===== src/sv/ppu_register_and_vram_port_unit_macros.svh =====
// assertion macros used by the rtl
`ifndef PPU_REGISTER_AND_VRAM_PORT_UNIT_MACROS_SVH
`define PPU_REGISTER_AND_VRAM_PORT_UNIT_MACROS_SVH

`ifndef ASSERT_OFF
// checked outside reset
`define PPU_ASSERT(lbl, prop, msg) \
  lbl: assert property (@(posedge clk_i) disable iff (!rst_ni) prop) else $error(msg);
// checked on every edge, reset included
`define PPU_ASSERT_ALWAYS(lbl, prop, msg) \
  lbl: assert property (@(posedge clk_i) prop) else $error(msg);
`else
`define PPU_ASSERT(lbl, prop, msg)
`define PPU_ASSERT_ALWAYS(lbl, prop, msg)
`endif

`endif


===== src/sv/ppu_pkg.sv =====
package ppu_pkg;

  localparam int PATTERN_BYTES   = 8192;
  localparam int NAMETABLE_BYTES = 2048;
  localparam int SPRITE_BYTES    = 256;
  localparam int PALETTE_ENTRIES = 32;

  localparam int PAT_AW = $clog2(PATTERN_BYTES);
  localparam int NT_AW  = $clog2(NAMETABLE_BYTES);
  localparam int OAM_AW = $clog2(SPRITE_BYTES);
  localparam int PAL_AW = $clog2(PALETTE_ENTRIES);

  localparam int QUEUE_DEPTH = 2;
  localparam int QPTR_W      = $clog2(QUEUE_DEPTH);
  localparam int QCNT_W      = $clog2(QUEUE_DEPTH + 1);

  // command codes
  localparam logic [1:0] CMD_READ  = 2'd0;
  localparam logic [1:0] CMD_WRITE = 2'd1;
  localparam logic [1:0] CMD_FLAGS = 2'd2;

  // register numbers
  localparam logic [2:0] REG_CTRL    = 3'd0;
  localparam logic [2:0] REG_MASK    = 3'd1;
  localparam logic [2:0] REG_STATUS  = 3'd2;
  localparam logic [2:0] REG_OAMADDR = 3'd3;
  localparam logic [2:0] REG_OAMDATA = 3'd4;
  localparam logic [2:0] REG_SCROLL  = 3'd5;
  localparam logic [2:0] REG_ADDR    = 3'd6;
  localparam logic [2:0] REG_DATA    = 3'd7;

  // configuration word index (paddr bit 2)
  localparam logic CFG_MIRROR = 1'b0;

  typedef enum logic [3:0] {
    OP_NONE,
    OP_WR_CTRL,
    OP_WR_MASK,
    OP_WR_OAMADDR,
    OP_WR_OAMDATA,
    OP_WR_SCROLL,
    OP_WR_ADDR,
    OP_WR_DATA,
    OP_RD_STATUS,
    OP_RD_OAMDATA,
    OP_RD_DATA,
    OP_LOAD_FLAGS
  } op_e;

  typedef struct packed {
    logic [1:0] cmd;
    logic [2:0] reg_sel;
    logic [7:0] wdata;
  } ppu_in_t;

  typedef struct packed {
    logic [7:0]  rdata;
    logic [14:0] vram_address;
  } ppu_out_t;

  typedef struct packed {
    op_e        op;
    logic [7:0] data;
  } ppu_entry_t;

  typedef struct packed {
    logic       valid;
    ppu_entry_t entry;
  } ppu_queue_t;

endpackage


===== src/sv/ppu_front.sv =====
module ppu_front
  import ppu_pkg::*;
(
  input  logic       clk_i,
  input  logic       rst_ni,
  input  logic       push_i,
  input  ppu_in_t    item_i,
  input  logic       pop_i,
  output ppu_queue_t queue_o,
  output logic       full_o
);

  ppu_entry_t        entry_q [QUEUE_DEPTH];
  logic [QPTR_W-1:0] wr_ptr_q, rd_ptr_q;
  logic [QCNT_W-1:0] cnt_q;
  ppu_entry_t        entry_d;
  logic              do_push, do_pop;

  // decode the access into one operation
  always_comb begin
    entry_d.data = item_i.wdata;
    entry_d.op   = OP_NONE;
    case (item_i.cmd)
      CMD_FLAGS: entry_d.op = OP_LOAD_FLAGS;
      CMD_WRITE: begin
        case (item_i.reg_sel)
          REG_CTRL:    entry_d.op = OP_WR_CTRL;
          REG_MASK:    entry_d.op = OP_WR_MASK;
          REG_OAMADDR: entry_d.op = OP_WR_OAMADDR;
          REG_OAMDATA: entry_d.op = OP_WR_OAMDATA;
          REG_SCROLL:  entry_d.op = OP_WR_SCROLL;
          REG_ADDR:    entry_d.op = OP_WR_ADDR;
          REG_DATA:    entry_d.op = OP_WR_DATA;
          default:     entry_d.op = OP_NONE;
        endcase
      end
      CMD_READ: begin
        case (item_i.reg_sel)
          REG_STATUS:  entry_d.op = OP_RD_STATUS;
          REG_OAMDATA: entry_d.op = OP_RD_OAMDATA;
          REG_DATA:    entry_d.op = OP_RD_DATA;
          default:     entry_d.op = OP_NONE;
        endcase
      end
      default: entry_d.op = OP_NONE;
    endcase
  end

  assign full_o  = (cnt_q == QCNT_W'(QUEUE_DEPTH));
  assign do_push = push_i && !full_o;
  assign do_pop  = pop_i && (cnt_q != '0);

  assign queue_o.valid = (cnt_q != '0);
  assign queue_o.entry = entry_q[rd_ptr_q];

  always_ff @(posedge clk_i) begin
    if (do_push) begin
      entry_q[wr_ptr_q] <= entry_d;
    end
  end

  always_ff @(posedge clk_i or negedge rst_ni) begin
    if (!rst_ni) begin
      wr_ptr_q <= '0;
      rd_ptr_q <= '0;
      cnt_q    <= '0;
    end else begin
      if (do_push) begin
        wr_ptr_q <= wr_ptr_q + 1'b1;
      end
      if (do_pop) begin
        rd_ptr_q <= rd_ptr_q + 1'b1;
      end
      case ({do_push, do_pop})
        2'b10:   cnt_q <= cnt_q + 1'b1;
        2'b01:   cnt_q <= cnt_q - 1'b1;
        default: cnt_q <= cnt_q;
      endcase
    end
  end

endmodule


===== config.mk =====
export PLATFORM = sky130hd
export DESIGN_NAME = ppu_front
export DESIGN_NICKNAME = d
export VERILOG_FILES = /design/src/sv/ppu_register_and_vram_port_unit_macros.svh /design/src/sv/ppu_pkg.sv /design/src/sv/ppu_front.sv
export SDC_FILE = /design/constraint.sdc
export NUM_CORES = 1
export LEC_CHECK = 0
export BUFFER_PORTS_ARGS = -buffer_cell sky130_fd_sc_hd__buf_2
export CAP_MARGIN = 30
export CORE_ASPECT_RATIO = 0.8
export CORE_MARGIN = 8
export CORE_UTILIZATION = 50
export CTS_CLUSTER_DIAMETER = 30
export DETAILED_ROUTE_END_ITERATION = 12
export PLACE_DENSITY_LB_ADDON = 0.2
export SKIP_CTS_REPAIR_TIMING = 1
export SYNTH_ARGS = -nofsm -noshare
export SYNTH_HDL_FRONTEND = slang
export SYNTH_SLANG_ARGS = --single-unit

===== constraint.sdc =====
create_clock -name clk_i -period 2 [get_ports clk_i]
set_clock_uncertainty 0.15 [all_clocks]
set_input_delay 0.3 -clock clk_i [delete_from_list [all_inputs] [get_ports clk_i]]
set_output_delay 0.3 -clock clk_i [all_outputs]
set_load 0.05 [all_outputs]

==> impl_metrics.csv <==
group,metric,value,unit
drt,dr_total_vias,723,
cts,numCtsBuffers,3,
timing,period_share,0.957,
place,dpl.hpwl,1.47,mm
cts,root_buffer,"clkbuf_4",
worst_setup_path,cp_slowest_cell,"dfrtp_2",
global_route,antenna_found_initial,0,
logic_synthesis,synth_nets,91,
drt,wl,2.10,mm
timing,drv_slew,0,
layout,fin_area,0.00153,mm^2
power,peakVddDrop,1290,uV
cts,cts.path.max_buffers,2,
logic_synthesis,yosysMostFrequentCell,"edfxtp_1",
timing,setup_violations,0,
logic_synthesis,synth_cell_type_count,28,
logic_synthesis,synth_area,0.00118,mm^2
power,clkPwrFrac,0.154,
floorplan,die_x,70.3,um
timing,slew_headroom,0.826,
floorplan,ioPinCount,31,
cts,clk_pin_slew,0.15,ns
place,io_buffers,30,
drt,drc,0,
worst_setup_path,worstSetupStartpointType,"flop",
worst_setup_path,critical_path_required,1.55,ns
timing,finalHoldViolCount,0,
worst_setup_path,critPathKind,"reg -> out",
drt,final_antenna_net_count,0,
drt,via_per_inst,5.02,
logic_synthesis,postSynthAreaPerCell,16.1,um^2
logic_synthesis,yosys.area.top_type,"edfxtp_1",
logic_synthesis,async_reset_ff_frac,0.143,
global_route,grt_max_degree,17,
logic_synthesis,ys_seq_area_frac,0.697,
floorplan,die_y,59.4,um
power,sw_frac_of_total,0.411,
layout,drive_gt1_frac,0.445,
outcome,status,"completed",
layout,fillers,157,
logic_synthesis,synthTopCellsByArea,"edfxtp_1 (61%), mux2_2 (11%), dfrtp_1 (8.5%), xnor2_1 (3.0%), xor2_1 (1.5%)",
timing,fmax,0.522,GHz
timing,rsz0062_at_grt,"no",
global_route,grt_first_pass_wirelength,3.15,mm
logic_synthesis,yosys_register_bits,28,
logic_synthesis,synth_common_cells,"edfxtp_1 (24), mux2_2 (12), dfrtp_1 (4), xnor2_1 (4), nor2_1 (3)",
place,post_dp_cell_area,0.00137,mm^2
layout,nets,138,
drt,first_pass_iters,2,
power,p_per_area,1540,mW/mm^2
global_route,grt_pass1_vias,747,
floorplan,coreArea,0.00220,mm^2
power,p_total,2.35,mW
floorplan,die-area,0.00417,mm^2
logic_synthesis,syn_inst,73,
logic_synthesis,ys_warn_count,0,
logic_synthesis,netlist.area_leader.share,0.612,
power,p_int,1.38,mW
power,p_leak,0.614,nW
cts,htree_num_levels,1,
worst_setup_path,end_kind,"output pin",
power,p_comb_frac,0.474,
floorplan,start_util,0.536,
worst_setup_path,cp_num_buf_inv,2,
timing,tightest_slew,0.258,ns
power,p_sw,0.966,mW
cts,tritoncts,"yes",
worst_setup_path,cp_slowest_stage_delay,0.40,ns
layout,antennaDiodeCount,0,
worst_hold_path,hold_path.class,"in -> reg",
place,place_congestion,0.684,
floorplan,rows,15,
cts,clock_latency,0.32,ns
job,cap_violations,0,
logic_synthesis,synth_edf_count,24,
timing,layout_min_cycle_time,1.91,ns
worst_setup_path,critPathTopFamily,"flip-flops",
worst_setup_path,critPathMaxFanout,6,
worst_setup_path,crit_arrival,1.46,ns
global_route,globalRoute.totalOverflow,0,
global_route,track_usage,0.0971,
drt,drt-initial-drc-count,17,
worst_setup_path,worstPathCellList,"clkbuf_4 > mux2_2 > buf_2",
drt,wire_per_inst,14.6,um
cts,clkSinkCount,28,
power,seq_power_share,0.372,
layout,final_util,0.696,
logic_synthesis,synth-main-ff-cell,"edfxtp_1",
layout,syn_to_final_growth,29.8,%
[registers in the layout, indices dropped and copies added (netlist names)]
register and count:
cnt_q 2, entry_q 24, rd_ptr_q 1, wr_ptr_q 1
[cell usage in the layout (no fill, tap or decap)]
| cell type | synthesis | layout |
|---|---|---|
| a211oi_1 | 1 | 1 |
| a31oi_1 | 1 | 1 |
| and2_0 | 1 | 1 |
| and2_1 | 1 | 1 |
| and2_4 | 1 | 1 |
| and2b_1 | 1 | 1 |
| and3_1 | 1 | 1 |
| buf_2 | 1 | 30 |
| buf_4 | 1 | 4 |
| bufinv_16 | 0 | 1 |
| clkbuf_4 | 0 | 4 |
| dfrtp_1 | 4 | 3 |
| dfrtp_2 | 0 | 1 |
| dlygate4sd3_1 | 0 | 9 |
| edfxtp_1 | 24 | 24 |
| ha_1 | 1 | 1 |
| inv_1 | 1 | 1 |
| mux2_2 | 12 | 12 |
| nand2_1 | 1 | 1 |
| nand2b_1 | 2 | 2 |
| nand3_1 | 2 | 2 |
| nand3b_1 | 1 | 1 |
| nor2_1 | 3 | 3 |
| nor2b_1 | 1 | 1 |
| nor3_1 | 1 | 1 |
| nor3b_1 | 1 | 1 |
| nor4b_1 | 1 | 1 |
| o211ai_1 | 1 | 1 |
| o21ai_0 | 1 | 1 |
| or2_1 | 1 | 1 |
| xnor2_1 | 4 | 4 |
| xor2_1 | 2 | 2 |
[worst min-delay path: cells and delay by family]
family                 cells  cell delay, ns
XOR/XNOR                   1            0.06
buffers and inverters      1            0.08
AND/OR/NAND/NOR            1            0.14
[path summary, 6_finish.rpt]
path | startpoint | slack, ns | cells after the start | endpoint
hold reg to reg | cnt_q[1] | 0.35 | 1 | cnt_q[1]
max in group asynchronous | rst_ni | 1.43 | 2 | rd_ptr_q
setup / recovery | rd_ptr_q | 0.09 | 3 | queue_o[2]
setup reg to reg | cnt_q[0] | 0.31 | 5 | cnt_q[1]
hold / removal | pop_i | 0.12 | 3 | rd_ptr_q
min in group asynchronous | rst_ni | 0.13 | 2 | rd_ptr_q
[power by group through the flow]
stage	sequential (mW)	combinational [mW]	clock [mW]
after floorplan	0.875	0.851	0
after global placement	0.921	1.02	0
after detailed placement	0.931	1.03	0
final	0.873	1.11	0.363
after CTS	0.917	1.04	0.372
after global routing	0.891	1.18	0.388
[stage by stage]
stage	hold WS (ns)	setup TNS [ns]	instances	worst slack [ns]
after floorplan	-0.146	0	73	0.163
after global placement	-0.0336	0	129	0.278
after detailed placement	-0.0336	0	129	0.253
after CTS	-0.409	-1.45	133	-0.135
after global routing	0.106	0	144	0.0242
final	0.116	0	144	0.0860
[metal layers]
| metal | global-route usage | part of all wire | vias up |
|---|---|---|---|
| met1 | 0.105 | 0.44 | 335 |
| met4 | 0.0257 | 0.0067 | 0 |
| met3 | 0.0486 | 0.062 | 2 |
| met5 | 0 | 0 | - |
| li1 | - | - | 363 |
| met2 | 0.165 | 0.49 | 23 |
[kinds of logic after synthesis]
kind of cell	after synthesis	share of synthesized area
muxes	12	0.115
adders and majority gates	1	0.0106
DFF	28	0.697
AOI/OAI and AO/OA	4	0.0223
buffers and inverters	3	0.0138
and+or+nand+nor	19	0.0967
xor gates and xnor gates	6	0.0446
[layout make-up]
cell class | count | area [um^2] | share of cell area
clock buffers | 3 | 22.5 | 0.0147
clock inverters | 1 | 30.0 | 0.0197
inverters | 1 | 3.75 | 0.00246
multi-input cells | 42 | 340 | 0.223
flip-flops and latches | 28 | 822 | 0.538
well taps | 25 | 31.3 | 0.0205
repair buffers | 44 | 278 | 0.182
Note: power is estimated with default switching activity, not from simulation.
